$ cat src/design/rdvp_pkg.sv
package rdvp_pkg;

    // parser phase codes
    localparam logic [1:0] PHASE_IDLE  = 2'd0;
    localparam logic [1:0] PHASE_TAG   = 2'd1;
    localparam logic [1:0] PHASE_VALUE = 2'd2;

    // message type of a riding message (first byte)
    localparam logic [7:0] MSG_RIDING = 8'h03;

    // field tags
    localparam logic [7:0] TAG_POWER   = 8'h08;
    localparam logic [7:0] TAG_CADENCE = 8'h10;
    localparam logic [7:0] TAG_SPEED   = 8'h18;
    localparam logic [7:0] TAG_HEART   = 8'h20;
    localparam logic [7:0] TAG_VALID   = 8'h30;

    // varint group handling
    localparam int unsigned VAL_W       = 32;
    localparam int unsigned SHIFT_W     = 6;
    localparam int unsigned GROUP_W     = 7;

    typedef struct packed {
        logic [7:0] byte_in;
        logic       first_byte;
        logic       last_byte;
    } t_in_word;

    typedef struct packed {
        logic [VAL_W-1:0] power_watts;
        logic [VAL_W-1:0] cadence_rpm;
        logic [VAL_W-1:0] speed_hundredths;
        logic [VAL_W-1:0] heart_bpm;
        logic             record_valid;
    } t_out_word;

endpackage

$ cat src/design/riding_data_varint_parser_unit.sv
// Riding-data varint parser.
// Input channel (i_in_valid / o_in_ready / i_in_word) carries one message byte
// per word, with first_byte and last_byte marks. A message whose first byte is
// 0x03 is parsed as tag / varint pairs that update power, cadence, speed
// (integer hundredths) and heart rate; tag 0x30 sets the record valid flag.
// On the last byte of such a message one word with the stored record leaves
// on the output channel (o_out_valid / i_out_ready / o_out_word). All other
// messages give no output word.
// Pipeline: an accepted byte is held in the input register, and the parse step
// runs between that register and the output register, which holds the record.
// Throughput: one byte per cycle unless the input stage waits (see below).
// The parse step for a byte is a single pass of shift-or logic and tag decode.
// When the receiver stalls, the output word holds; bytes that do not close a
// riding message keep flowing, and the input stage only waits when its byte
// would produce a record while the previous record is still untaken.
// Reset (synchronous, active low) returns the parser to idle and clears the
// stored record and the valid flags of both pipeline registers.
module riding_data_varint_parser_unit (
    input  logic              i_clk,
    input  logic              i_rst_n,
    input  logic              i_in_valid,
    output logic              o_in_ready,
    input  rdvp_pkg::t_in_word  i_in_word,
    output logic              o_out_valid,
    input  logic              i_out_ready,
    output rdvp_pkg::t_out_word o_out_word
);

    localparam int unsigned VW = rdvp_pkg::VAL_W;
    localparam int unsigned SW = rdvp_pkg::SHIFT_W;
    localparam int unsigned GW = rdvp_pkg::GROUP_W;

    // input stage
    logic               r_in_valid;
    rdvp_pkg::t_in_word r_in_word;

    // parser state
    logic [1:0]    r_phase,   n_phase;
    logic [7:0]    r_tag,     n_tag;
    logic [VW-1:0] r_accum,   n_accum;
    logic [SW-1:0] r_shift,   n_shift;
    logic [VW-1:0] r_power,   n_power;
    logic [VW-1:0] r_cadence, n_cadence;
    logic [VW-1:0] r_speed,   n_speed;
    logic [VW-1:0] r_heart,   n_heart;
    logic          r_flag,    n_flag;

    // output stage
    logic                r_out_valid;
    rdvp_pkg::t_out_word r_out_word;

    logic          emit;
    logic          advance;
    logic          do_apply;
    logic [7:0]    apply_tag;
    logic [VW-1:0] apply_val;
    logic [VW-1:0] group_val;

    // input stage moves on unless its record would overwrite an untaken one
    assign advance    = r_in_valid && (!emit || !r_out_valid || i_out_ready);
    assign o_in_ready = !r_in_valid || advance;

    // next group of the varint placed at its bit position
    assign group_val = VW'(r_in_word.byte_in[GW-1:0]) << r_shift;

    // parse step for the byte in the input register
    always_comb begin
        n_phase   = r_phase;
        n_tag     = r_tag;
        n_accum   = r_accum;
        n_shift   = r_shift;
        n_flag    = r_flag;
        emit      = 1'b0;
        do_apply  = 1'b0;
        apply_tag = r_tag;
        apply_val = '0;

        if (r_in_word.first_byte) begin
            if (r_in_word.byte_in == rdvp_pkg::MSG_RIDING) begin
                n_flag  = 1'b0;
                n_tag   = '0;
                n_accum = '0;
                n_shift = '0;
                if (r_in_word.last_byte) begin
                    n_phase = rdvp_pkg::PHASE_IDLE;
                    emit    = 1'b1;
                end else begin
                    n_phase = rdvp_pkg::PHASE_TAG;
                end
            end else begin
                n_phase = rdvp_pkg::PHASE_IDLE;
            end
        end else begin
            case (r_phase)
                rdvp_pkg::PHASE_TAG: begin
                    n_tag     = r_in_word.byte_in;
                    n_accum   = '0;
                    n_shift   = '0;
                    apply_tag = r_in_word.byte_in;
                    if (r_in_word.last_byte) begin
                        // tag with no value bytes applies zero
                        do_apply = 1'b1;
                        n_phase  = rdvp_pkg::PHASE_IDLE;
                        emit     = 1'b1;
                    end else begin
                        n_phase = rdvp_pkg::PHASE_VALUE;
                    end
                end
                rdvp_pkg::PHASE_VALUE: begin
                    // groups at or past bit 32 are dropped
                    if (!r_shift[SW-1]) begin
                        n_accum = r_accum | group_val;
                        n_shift = r_shift + SW'(GW);
                    end
                    apply_val = n_accum;
                    if (!r_in_word.byte_in[7] || r_in_word.last_byte) begin
                        do_apply = 1'b1;
                        if (r_in_word.last_byte) begin
                            n_phase = rdvp_pkg::PHASE_IDLE;
                            emit    = 1'b1;
                        end else begin
                            n_phase = rdvp_pkg::PHASE_TAG;
                        end
                    end
                end
                default: begin
                    n_phase = rdvp_pkg::PHASE_IDLE;
                end
            endcase
        end

        // field dispatch
        n_power   = r_power;
        n_cadence = r_cadence;
        n_speed   = r_speed;
        n_heart   = r_heart;
        if (do_apply) begin
            case (apply_tag)
                rdvp_pkg::TAG_POWER:   n_power   = apply_val;
                rdvp_pkg::TAG_CADENCE: n_cadence = apply_val;
                rdvp_pkg::TAG_SPEED:   n_speed   = apply_val;
                rdvp_pkg::TAG_HEART:   n_heart   = apply_val;
                rdvp_pkg::TAG_VALID:   n_flag    = 1'b1;
                default: ;
            endcase
        end
    end

    // input register
    always_ff @(posedge i_clk) begin
        if (!i_rst_n) begin
            r_in_valid <= 1'b0;
        end else if (o_in_ready) begin
            r_in_valid <= i_in_valid;
        end
        if (o_in_ready && i_in_valid) begin
            r_in_word <= i_in_word;
        end
    end

    // parser state and stored record
    always_ff @(posedge i_clk) begin
        if (!i_rst_n) begin
            r_phase   <= rdvp_pkg::PHASE_IDLE;
            r_tag     <= '0;
            r_accum   <= '0;
            r_shift   <= '0;
            r_power   <= '0;
            r_cadence <= '0;
            r_speed   <= '0;
            r_heart   <= '0;
            r_flag    <= 1'b0;
        end else if (advance) begin
            r_phase   <= n_phase;
            r_tag     <= n_tag;
            r_accum   <= n_accum;
            r_shift   <= n_shift;
            r_power   <= n_power;
            r_cadence <= n_cadence;
            r_speed   <= n_speed;
            r_heart   <= n_heart;
            r_flag    <= n_flag;
        end
    end

    // output register
    always_ff @(posedge i_clk) begin
        if (!i_rst_n) begin
            r_out_valid <= 1'b0;
        end else if (advance && emit) begin
            r_out_valid <= 1'b1;
        end else if (i_out_ready) begin
            r_out_valid <= 1'b0;
        end
        if (advance && emit) begin
            r_out_word.power_watts      <= n_power;
            r_out_word.cadence_rpm      <= n_cadence;
            r_out_word.speed_hundredths <= n_speed;
            r_out_word.heart_bpm        <= n_heart;
            r_out_word.record_valid     <= n_flag;
        end
    end

    assign o_out_valid = r_out_valid;
    assign o_out_word  = r_out_word;

endmodule

$ cat config.mk
export PLATFORM = sky130hd
export DESIGN_NAME = riding_data_varint_parser_unit
export DESIGN_NICKNAME = d
export VERILOG_FILES = /design/src/design/rdvp_pkg.sv /design/src/design/riding_data_varint_parser_unit.sv
export SDC_FILE = /design/constraint.sdc
export NUM_CORES = 1
export LEC_CHECK = 0
export ABC_AREA = 1
export BUFFER_PORTS_ARGS = -buffer_cell sky130_fd_sc_hd__buf_2
export CAP_MARGIN = 0
export CORE_MARGIN = 2
export CORE_UTILIZATION = 34
export DETAILED_ROUTE_END_ITERATION = 10
export PLACE_DENSITY = 0.51
export SYNTH_ARGS = -nofsm -noshare
export SYNTH_HDL_FRONTEND = slang
export SYNTH_SLANG_ARGS = --single-unit
$ cat constraint.sdc
create_clock -name i_clk -period 4.4 [get_ports i_clk]
set_input_delay 0.88 -clock i_clk [delete_from_list [all_inputs] [get_ports i_clk]]
set_output_delay 0.88 -clock i_clk [all_outputs]
set_load 0.05 [all_outputs]
# ---- After elaboration in Yosys (flattened, before gate mapping)
# Cells that the tools add are included.
dict set report word_totals {
  wordCells 93
  reg_bits 318
  in_bits 14
}
dict set report op_classes {
  muxes 42
  eq_ne 11
  shifts 1
  n_bitwise 1
  add_sub_neg 1
  reduce_logical 17
}
# operator n
set op_table {}
lappend op_table {{$mux 32} 13}
lappend op_table {{$pmux 32 s2} 1}
lappend op_table {{$mux 8} 4}
lappend op_table {{$or 32x32->32} 1}
lappend op_table {{$shl 7x6->32} 1}
lappend op_table {{$mux 6} 3}
lappend op_table {{$eq 8x5->1 const B} 2}
lappend op_table {{$eq 8x6->1 const B} 2}
lappend op_table {{$mux 1} 13}
lappend op_table {{$pmux 6 s2} 1}
lappend op_table {{$eq 8x2->1 const B} 1}
lappend op_table {{$eq 8x4->1 const B} 1}
lappend op_table {{$mux 2} 4}
lappend op_table {{$add 6x3->6 const B} 1}
lappend op_table {{$ne 3x3->1 const B} 2}
lappend op_table {{$logic_not 1->1} 4}
lappend op_table {{$logic_or 1x1->1} 4}
lappend op_table {{$pmux 1 s2} 2}
lappend op_table {{$pmux 2 s2} 1}
lappend op_table {{$reduce_and 2->1} 2}
lappend op_table {{$reduce_and 4->1} 1}
lappend op_table {{$logic_and 1x1->1} 3}
lappend op_table {{$reduce_and 3->1} 1}
lappend op_table {{$reduce_bool 3->1} 1}
lappend op_table {{other kinds (4)} 4}

# ---- Depth between registers and ports, before layout
# Gate-level depths: netlist (run 1).
dict set report depth {
  word_depth 11
  ltp_mapped 17
}

# ---- Worst setup path after synthesis (run 1)
# No wires, ideal clock.
dict set report synth_timing {
  path_kind {input-to-reg}
  start {input port i_out_ready}
  end {register r_out_word (netlist bit o_out_word[0]) (enable)}
  path_slack_ps -75
  n_path_buf 1
  cell_stages 7
  t_required_ps 3917
  arrival_ps 3992
  cell_sequence {nor2_1 > nand3_1 > nand2_2 > inv_2 > buf_2 > nand2_1 > inv_1}
}
dict set report synth_between {
  elab_chain_cells 3
}
# element line_no
set synth_rtl {}
lappend synth_rtl {{start: declaration} riding_data_varint_parser_unit.sv:25} ;# input logic i_out_ready,
lappend synth_rtl {{$logic_or 1x1->1} riding_data_varint_parser_unit.sv:60} ;# assign advance = r_in_valid && (!emit || !r_out_valid || i_out_ready);
lappend synth_rtl {{$logic_and 1x1->1} riding_data_varint_parser_unit.sv:60}
lappend synth_rtl {{$logic_and 1x1->1} riding_data_varint_parser_unit.sv:195} ;# if (advance && emit) begin
lappend synth_rtl {{end: declaration} riding_data_varint_parser_unit.sv:50} ;# rdvp_pkg::t_out_word r_out_word;
# Every way passes these cells.
# A chain may end at the register's enable or synchronous reset.

# ---- Worst setup path in the final report (run 1)
dict set report layout_timing {
  start {register r_in_word[6] (netlist name)}
  end {output port o_in_ready}
}
dict set report layout_between {
  elab_chain_cells 8
}
# element line_no
set layout_rtl {}
lappend layout_rtl {{start: declaration} riding_data_varint_parser_unit.sv:35} ;# rdvp_pkg::t_in_word r_in_word;
lappend layout_rtl {{start signal: assignment} riding_data_varint_parser_unit.sv:157} ;# r_in_word <= i_in_word;
lappend layout_rtl {{$eq 8x2->1} riding_data_varint_parser_unit.sv:79} ;# if (r_in_word.byte_in == rdvp_pkg::MSG_RIDING) begin
lappend layout_rtl {{$mux 1} riding_data_varint_parser_unit.sv:79}
lappend layout_rtl {{$mux 1} riding_data_varint_parser_unit.sv:78} ;# if (r_in_word.first_byte) begin
lappend layout_rtl {{$logic_not 1->1} riding_data_varint_parser_unit.sv:60}
lappend layout_rtl {{$logic_or 1x1->1 (2 in a row)} riding_data_varint_parser_unit.sv:60}
lappend layout_rtl {{$logic_and 1x1->1} riding_data_varint_parser_unit.sv:60}
lappend layout_rtl {{$logic_or 1x1->1} riding_data_varint_parser_unit.sv:61} ;# assign o_in_ready = !r_in_valid || advance;
lappend layout_rtl {{end: declaration} riding_data_varint_parser_unit.sv:22} ;# output logic o_in_ready,
# Every way passes these cells.

==> results of run 1 <==
-- routing by layer --
layer	GRT usage	vias to the layer above
li1	-	6060
met1	0.255	5621
met2	0.301	358
met3	0.0400	63
met4	0.0495	2
met5	0	-
-- Yosys cell counts (all sizes together) --
cell,n,area (sq um)
nand2,516,1940
o21ai,111,559
a21oi,82,410
and2,1,6.26
edfxtp,139,4170
nor3,3,20.0
xor2,2,17.5
dfxtp,179,3580
clkbuf,38,143
nand4,7,43.8
or2,2,12.5
xnor2,1,8.76
buf,55,298
o211ai,2,15.0
a31o,1,8.76
nor4,1,6.26
a21boi,1,7.51
ha,3,37.5
clkinv,1,3.75
nor2,258,1030
inv,227,852
nand3,209,1070
o31ai,1,7.51
-- flip-flops by register name, summed over array words and instances (netlist names) --
name and flops:
r_shift 6, r_in_word 10, r_tag 8, r_speed 32
r_accum 32, r_in_valid 1, r_heart 32, o_out_valid 1
o_out_word 129, r_flag 1, r_phase 2, r_power 32
r_cadence 32
-- area by class of cell --
type	instances	area (sq um)
well taps	539	674
fillers	4214	25100
clock buffers	53	1060
clock inverters	15	130
inverters	228	866
multi-input cells	1201	5210
flip-flops and latches	318	7760
repair buffers	160	866
-- through the flow --
stage | setup WS, ns | utilization | total power [mW]
after floorplan | 0.464 | - | 3.61
after global placement | 1.53 | 0.369 | 3.70
after detailed placement | 1.46 | 0.369 | 3.71
after CTS | 1.29 | 0.397 | 6.76
after global routing | 1.08 | 0.397 | 6.95
final | 1.29 | 0.397 | 6.67
-- power breakdown --
group	switching (mW)	leakage [nW]	total, mW	internal (mW)
clock	1.22	0.577	3.02	1.80
combinational	0.282	4.52	0.424	0.143
sequential	0.0523	2.68	3.23	3.18
-- logic make-up (layout without fill, tap and decap cells) --
| logic type | after synthesis | in the layout |
|---|---|---|
| buffers and inverters | 321 | 456 |
| AND/OR/NAND/NOR | 997 | 997 |
| adder cells (fa/ha/maj) | 3 | 3 |
| flip-flops | 318 | 318 |
| AO/OA/AOI/OAI | 198 | 198 |
| XOR/XNOR | 3 | 3 |
-- final timing paths --
kind | slack [ns] | cells past startpoint | to
worst max-delay path | 1.29 | 7 | o_in_ready
worst min register to register | 0.45 | 2 | r_accum[31]
worst min-delay path | 0.45 | 2 | r_accum[31]
worst max register to register | 1.30 | 10 | r_heart[2]
-- worst reg2reg max path: cells and delay by family, from the launching register on --
| kind | cells | cell delay, ns |
|---|---|---|
| and+or+nand+nor | 4 | 1.08 |
| DFF | 1 | 0.63 |
| buffers and inverters | 4 | 1.08 |
| AOI/OAI and AO/OA | 2 | 0.25 |
==> results.md, run 1 <==
* Crit path arrival time at around 2.2 ns
* Xor and xnor area share after synthesis at 0.00184
* DR vias at 12,104
* Max stage delay on crit path at roughly 0.46 ns
* Crit-path cells: nor2_1 > nand3_1 > nor2_1 > nand2_1 > o21ai_0 > nand3_1 > buf_2
* CTS tree: yes
* Cell Area, Placed at ~15,000 sq um
* Power Dens Cells at between 400 and 500 nW/um^2
* Remaining DRCs at 0
* Routed vias/inst at between 4 and 5
* Final period util at 0.706
* Met1 WL at approximately 19,000 um
* Gates resized, CTS repair at 0
* Period minus WS final at slightly above 3 ns
* Hold_buf cts at 0
* Core area at about 42,000 sq um
* Distinct cells, synth at 34
* Adder-cell share of the synthesized area at 0.00263
* Non-filler instance count after layout at around 2,500
* Commonest non-fill, non-tap cell in the layout: nand2_1
* Final HPWL DP at between 20,000 and 30,000 um
* CP Buf/Inv Count at 1
* Later-pin clock latency in the skew report at 0.54 ns
* Nets@finish at a little under 2,000
* Largest delay contributor family on the critical path: simple AND/OR/NAND/NOR gates
* Final Hold Violating Endpoints at 0
* Starting Density at 0.342
* Synthesized flop and latch total at 318
* Max-cap violations at 0
* GRT Resource Usage Total at 0.187
* Critical Path Start Type: flip-flop
* Cell count after synthesis at approximately 1,800
* Routed Antenna Nets at 0
* Compound-gate portion of the synthesized area at 0.0707
* Fin Setup TNS at 0 ns
* Largest net degree at the start of global routing at around 250
* Num CTS Buffers at 37
* Leak at ~7.8 nW
* DR WL/cell at between 15 and 20 um
* Hold/Removal Path Class: flip-flop to flip-flop
* Post-route cell area at ~17,000 sq um
* Io pins at 145
* Simple-gate share of the synthesized area at 0.290
* Final GP Congestion at about 0.89
* H-tree levels at 2
* First-pass GRT wire length at 63,200 um
* CTS Buffer Depth at 3
* Post-CTS setup buffers at 0
* Slew HR at 0.171
* Worst hold slack at roughly 0.45 ns
* Maximum vdd drop at 0.224 mV
* Ant diodes at 0
* Dpl cells at ~2,400
* Worst EP required at about 3.5 ns
* GRT overflow at 0
* Total number of yosys warnings at 0
* Largest family of logic cells by synthesized area: simple AND/OR/NAND/NOR gates
* Drt pass-1 iters at 6
* Clock slew seen by the registers of the worst setup and hold paths at ~0.06 ns
* Mapped Nets at 1,857
* Max Clock Freq at roughly 320 MHz
* DIE WIDTH at ~210 um
* Outcome: finished clean
* Synthesized cell area at 14,300 sq um
* Worst setup path startpoint: r_in_word[6]
* Synthesis-to-finish area growth at 16.2%
* Routed met3 length at 2630 um
* Rows at 75
* Die area at between 40,000 and 50,000 sq um
* Max-slew violations at 0
* Crit end category: output port
* R2r startpoint: r_in_word[1]
* WL final at 41,200 um
* Critical path type: flip-flop to output port
* Die H at ~210 um
* Clk_skew at between 0.01 and 0.015 ns
* Actual slew at the worst max-slew pin at around 1.2 ns
* Critical path's slowest cell: edfxtp_1
* DRT iter0 DRCs at 966
* Register area share after synthesis at 0.544
* Setup violators final at 0
* Unrepaired setup endpoints after global routing: no
* I/O Buffers at about 140
* Clk sinks at roughly 320
* Multiplexer share of the synthesized area at 0
* Initial antenna violation count at 1
* Syn Area/Cell at roughly 7.7 sq um
* CTS root buffer: clkbuf_16
* Hold_sp: r_accum[31]
* DR WL met2 at between 15,000 and 20,000 um
* Crit path max fanout at 4
* Top sig layer: met5
* Most frequent cells in the layout: 514 x nand2_1, 248 x nor2_1, 217 x inv_1
* Vias in the first global route at 11,071
* Fraction of layout cells with a size suffix above 1 at 0.122
No activity file was read; power rests on OpenSTA's default activity.
==> run 2: changes to the inputs <==
Settings changed: PLACE_DENSITY 0.51 to 0.49.
Clock period 4.4 ns to 3 ns, I/O delays scaled along.
==> run 2 against run 1 <==
Effect of this change: die area unchanged; worst hold slack lost 0.22 ns; count of clock-buffer cells in the layout is 2 higher; flip-flop and latch count stayed put; non-clock buffer count is 20 higher; setup slack got worse by 1.1 ns; global-route usage grew 0.39 points; combinational power is 50% higher; total power grew 49%; via count increased by 0.47%; clock power is 51% higher; first-iteration DRC count shrank 15%; critical path type unchanged.
==> results.md, run 2 (same netlist as run 1, synthesis figures left out) <==
* Max Clock Freq at 356 MHz
* Setup violators final at 0 (unchanged)
* Worst EP required at 2.40 ns (was 3.52 ns)
* CTS tree: yes (unchanged)
* Ant diodes at 0 (unchanged)
* Clk sinks at 318 (unchanged)
* Crit end category: output port (unchanged)
* Final period util at 0.935
* Max-slew violations at 0 (unchanged)
* Later-pin clock latency in the skew report at 0.55 ns (was 0.54 ns)
* Starting Density at 0.342 (unchanged)
* WL final at 41,500 um (was 41,200 um)
* GRT overflow at 0 (unchanged)
* Max-cap violations at 0 (unchanged)
* Max reg flops at 129 (unchanged)
* Unrepaired setup endpoints after global routing: no (unchanged)
* DR WL met2 at 18,900 um (was 18,800 um)
* CTS Buffer Depth at 3 (unchanged)
* Clock slew seen by the registers of the worst setup and hold paths at 0.05 ns (was 0.06 ns)
* Final Hold Violating Endpoints at 0 (unchanged)
* DR WL/cell at 16.4 um (about the same)
* Final Total Pwr at 9.93 mW (was 6.67 mW)
* Critical path type: flip-flop to output port (unchanged)
* FF+latch area at 7760 sq um (about the same)
* Actual slew at the worst max-slew pin at 0.803 ns (was 1.24 ns)
* Post-route cell area at 16,900 sq um (was 16,600 sq um)
* First-pass GRT wire length at 64,500 um (was 63,200 um)
* GRT Resource Usage Total at 0.191 (was 0.187)
* Worst hold slack at 0.230 ns (was 0.450 ns)
* Cell Area, Placed at 15,600 sq um (was 15,400 sq um)
* Final GP Congestion at 0.867 (was 0.893)
* Slew HR at 0.465 (was 0.171)
* Fraction of layout cells with a size suffix above 1 at 0.139 (was 0.122)
* Outcome: finished clean (unchanged)
* Clk_skew at 0.0120 ns (about the same)
* Final HPWL DP at 27,800 um (was 26,800 um)
* Largest net degree at the start of global routing at 101 (was 248)
* DRT iter0 DRCs at 817 (was 966)
* Met1 WL at 19,800 um (was 18,900 um)
* Hold_buf cts at 0 (unchanged)
* Fillers at 4,260 (was 4,214)
* Most frequent cells in the layout: 513 x nand2_1, 247 x nor2_1, 215 x inv_1 (was 514 x nand2_1, 248 x nor2_1, 217 x inv_1)
* Nets@finish at 1,983 (was 1,963)
* Remaining DRCs at 0 (unchanged)
* Multi-input gate area at 5250 sq um (was 5210 sq um)
* Leak at 7.93 nW (was 7.77 nW)
* Routed Antenna Nets at 0 (unchanged)
* DIE WIDTH at 209 um (unchanged)
* Die area at 43,600 sq um (unchanged)
* Hold/Removal Path Class: input port to flip-flop (was flip-flop to flip-flop)
* Routed vias/inst at 4.80 (was 4.81)
* Drt pass-1 iters at 5 (was 6)
* Rows at 75 (unchanged)
* Io pins at 145 (unchanged)
* CTS root buffer: clkbuf_16 (unchanged)
* I/O Buffers at 144 (unchanged)
* Power Dens Cells at 589 nW/um^2 (was 403 nW/um^2)
* Vias in the first global route at 11,298 (was 11,071)
* Period minus WS final at around 2.8 ns
* Worst reg2reg setup slack at 0.42 ns (was 1.30 ns)
* Crit path max fanout at 4 (unchanged)
* Initial antenna violation count at 0 (was 1)
* Maximum vdd drop at 0.341 mV (was 0.224 mV)
* Synthesis-to-finish area growth at 18.3% (was 16.2%)
* Core area at 41,700 sq um (unchanged)
* Num CTS Buffers at 37 (unchanged)
* Routed met3 length at 2140 um (was 2630 um)
* Commonest non-fill, non-tap cell in the layout: nand2_1 (unchanged)
* Crit path arrival time at 2.21 ns (was 2.23 ns)
* Top sig layer: met4 (was met5)
* DR vias at 12,161 (was 12,104)
* H-tree levels at 2 (unchanged)
* Die H at 209 um (unchanged)
* Critical Path Start Type: flip-flop (unchanged)
==> run 2: cell count changes in the layout (fill, tap and decap cells not counted), moves of 3 or more <==
cell	delta
dfxtp_1	-3
clkinv_1	-7
dfxtp_2	+3
buf_4	+14
buf_12	+6
clkinv_2	+6
clkinv_4	-3
==> run 2: routing by layer <==
layer  up-vias  track usage
li1       6110            -
met1      5714        0.270
met2       290        0.303
met3        47       0.0371
met4         0       0.0443
met5         -            0
==> run 2: power breakdown <==
part / total [mW] / leakage (nW) / switching, mW / internal, mW
logic: 0.636 / 4.65 / 0.414 / 0.222
clock network: 4.55 / 0.600 / 1.81 / 2.75
registers: 4.74 / 2.68 / 0.0777 / 4.66
total: 9.93 / 7.93 / 2.30 / 7.63
==> run 2: area by class of cell <==
| class | instances | share of cell area |
|---|---|---|
| Sequential cell | 318 | 0.460 |
| Tap cell | 539 | 0.0400 |
| Clock inverter | 13 | 0.00861 |
| Clock buffer | 55 | 0.0638 |
| Multi-Input combinational cell | 1201 | 0.311 |
| Timing Repair Buffer | 180 | 0.0647 |
| Inverter | 228 | 0.0513 |
==> run 2: stage by stage <==
stage | std cells | TNS [ns] | setup slack [ns] | utilization
2_1_floorplan | 1840 | -88.73 | -0.684 | -
3_3_place_gp | 2464 | 0 | 0.412 | 0.375
3_5_place_dp | 2464 | 0 | 0.430 | 0.375
4_1_cts | 2532 | 0 | 0.0424 | 0.404
5_1_grt | 2534 | 0 | 0.0329 | 0.405
6_report | 2534 | 0 | 0.194 | 0.405
==> run 2: what timing repair did <==
action | 4_1_cts | 5_1_grt
setup endpoints to repair | 1 | 1
hold endpoints to repair | 0 | 0
gates resized for setup | 1 | 1
buffers inserted | 0 | 2
==> run 2: final timing paths <==
path	from	depth (start not counted)	end
setup / recovery	r_in_word[5]	7	o_in_ready
hold / removal	i_in_word[6]	1	r_in_word[6]
setup reg to reg	r_in_word[1]	11	r_cadence[30]
hold reg to reg	r_accum[4]	2	r_accum[4]
==> run 2: worst max-delay path, stage by stage (launching register included) <==
cell	delay, ns
edfxtp_1	0.49
nor2_1	0.13
nand3_1	0.08
nor2_1	0.18
nand2_1	0.15
o21ai_2	0.24
nand3_1	0.15
buf_2	0.24
==> run 3: changes to the inputs <==
Settings changed: RECOVER_POWER from default to 100.
==> run 3 against run 2 <==
Effect of this change: flip-flop and latch count is the same; register-to-register slack lost 0.13 ns; clock skew is essentially flat; critical path depth is the same; combinational power shrank 1%; sequential power is essentially flat; routed wire length grew 0.21%; critical path type unchanged.
==> results.md, run 3 (same netlist as run 1, synthesis figures left out) <==
* Outcome: finished clean (unchanged)
* Hold_sp: i_in_word[6] (unchanged)
* Multi-input gate area at 5210 sq um (was 5250 sq um)
* Ant diodes at 0 (unchanged)
* Most frequent cells in the layout: 514 x nand2_1, 249 x nor2_1, 218 x inv_1 (was 513 x nand2_1, 247 x nor2_1, 215 x inv_1)
* Power Dens Cells at 596 nW/um^2 (was 589 nW/um^2)
* CTS tree: yes (unchanged)
* Maximum vdd drop at 0.342 mV (was 0.341 mV)
* Core area at 41,700 sq um (unchanged)
* GRT Resource Usage Total at 0.191 (unchanged)
* Final period util at 0.941 (was 0.935)
* Fillers at 4,329 (was 4,260)
* Final HPWL DP at 27,800 um (unchanged)
* Worst R2R Path Depth at 8 (was 11)
* DR vias at 12,119 (was 12,161)
* Fraction of layout cells with a size suffix above 1 at 0.0697 (was 0.139)
* Critical Path Start Type: flip-flop (unchanged)
* Worst reg2reg endpoint: o_out_word[47] (was r_cadence[30])
* FF+latch area at 7760 sq um (unchanged)
* Hold_buf cts at 0 (unchanged)
* Io pins at 145 (unchanged)
* Hold/Removal Path Class: input port to flip-flop (unchanged)
* Period minus WS final at 2.82 ns (was 2.81 ns)
* Top sig layer: met4 (unchanged)
* Worst EP required at 2.40 ns (about the same)
* First-pass GRT wire length at 64,500 um (unchanged)
* Initial antenna violation count at 0 (unchanged)
* H-tree levels at 2 (unchanged)
* Crit path arrival time at 2.22 ns (was 2.21 ns)
* Starting Density at 0.342 (unchanged)
* Clk_skew at 0.0122 ns (was 0.0120 ns)
* Critical path type: flip-flop to output port (unchanged)
* Max-cap violations at 0 (unchanged)
* Drt pass-1 iters at 5 (unchanged)
* Final Hold Violating Endpoints at 0 (unchanged)
* Max-slew violations at 0 (unchanged)
* DIE WIDTH at 209 um (unchanged)
* Met1 WL at 19,800 um (about the same)
* DR WL met2 at 18,800 um (was 18,900 um)
* CTS root buffer: clkbuf_16 (unchanged)
* Post-route cell area at 16,600 sq um (was 16,900 sq um)
* Nets@finish at 1,983 (unchanged)
* Remaining DRCs at 0 (unchanged)
* Hold EP: r_in_word[6] (unchanged)
* Crit end category: output port (unchanged)
* R2r startpoint: r_in_word[1] (unchanged)
* I/O Buffers at 144 (unchanged)
* Num CTS Buffers at 37 (unchanged)
* Rows at 75 (unchanged)
* WL final at 41,600 um (was 41,500 um)
* Critical path's slowest cell: edfxtp_1 (unchanged)
* DR WL/cell at 16.4 um (about the same)
* Worst reg2reg setup slack at 0.29 ns (was 0.42 ns)
* Routed met3 length at 2220 um (was 2140 um)
* Leak at 7.61 nW (was 7.93 nW)
* CTS Buffer Depth at 3 (unchanged)
* Commonest non-fill, non-tap cell in the layout: nand2_1 (unchanged)
* Final GP Congestion at 0.867 (unchanged)
* Max Clock Freq at 354 MHz (was 356 MHz)
* Crit path max fanout at 4 (unchanged)
* Later-pin clock latency in the skew report at 0.55 ns (about the same)
* Slew HR at 0.361 (was 0.465)
* Max stage delay on crit path at 0.49 ns (about the same)
* Clock slew seen by the registers of the worst setup and hold paths at 0.05 ns (about the same)
* Die area at 43,600 sq um (unchanged)
* Vias in the first global route at 11,298 (unchanged)
* Max reg flops at 129 (unchanged)
* GRT overflow at 0 (unchanged)
* Synthesis-to-finish area growth at 16.7% (was 18.3%)
* Hold Crit Depth at 1 (unchanged)
* Largest net degree at the start of global routing at 101 (unchanged)
* Clk sinks at 318 (unchanged)
* Die H at 209 um (unchanged)
* Routed vias/inst at 4.78 (was 4.80)
* Routed Antenna Nets at 0 (unchanged)
* DRT iter0 DRCs at 791 (was 817)
* Setup violators final at 0 (unchanged)
* Unrepaired setup endpoints after global routing: no (unchanged)
* Actual slew at the worst max-slew pin at 0.958 ns (was 0.803 ns)
* Worst hold slack at 0.228 ns (was 0.230 ns)
* Cell Area, Placed at 15,600 sq um (unchanged)
* Crit-path cells: nor2_1 > nand3_1 > nor2_1 > nand2_1 > o21ai_2 > nand3_1 > buf_2 (unchanged)
==> run 3: per-stage QoR <==
step	TNS, ns	utilization	power (mW)	std cells	setup slack (ns)
finish	0	0.399	9.92	2534	0.178
global route	0	0.399	10.3	2534	0.0261
CTS	0	0.404	10.1	2532	0.0424
detailed placement	0	0.375	5.46	2464	0.430
global placement	0	0.375	5.44	2464	0.412
floorplan	-88.73	-	5.29	1840	-0.684
==> run 3: worst max-delay path by stage <==
stage / from / end / slack (ns) / cells after the start
after detailed placement: r_in_word[4] / o_out_word[108] / 0.43 / 8
final: r_in_word[5] / o_in_ready / 0.18 / 7
after global placement: r_in_word[4] / o_out_word[104] / 0.41 / 8
after CTS: r_in_word[4] / o_in_ready / 0.04 / 7
after floorplan: r_phase[1] / o_out_word[0] / -0.68 / 11
after global routing: r_in_word[1] / r_speed[1] / 0.03 / 11
==> run 3: power by group <==
part | leakage [nW] | switching (mW) | internal [mW] | total, mW
Sequential | 2.68 | 0.0770 | 4.66 | 4.74
Clock | 0.600 | 1.81 | 2.75 | 4.56
Combinational | 4.33 | 0.410 | 0.218 | 0.629
==> run 3: layer usage <==
metal,up-vias,GRT usage
li1,6113,-
met1,5666,0.270
met2,293,0.303
met3,47,0.0371
met4,0,0.0443
met5,-,0
==> run 3: cell type report <==
cell class                 instances  area share
clock buffer                      55      0.0647
clock inverter                    13     0.00872
inverter                         228      0.0518
multi-input combinational       1201       0.313
sequential                       318       0.466
tap                              539      0.0405
timing repair buffer             180      0.0544
==> run 3: worst max-delay path, delay by kind of cell, from the launching register on <==
family,cells,cell delay (ns)
flops,1,0.49
compound gates,1,0.24
simple gates,5,0.69
buf+inv,1,0.24
==> run 3: repair_timing <==
action,4_1_cts,5_1_grt
endpoints found under the setup margin,1,1
setup buffers,0,2
resized for setup,1,1
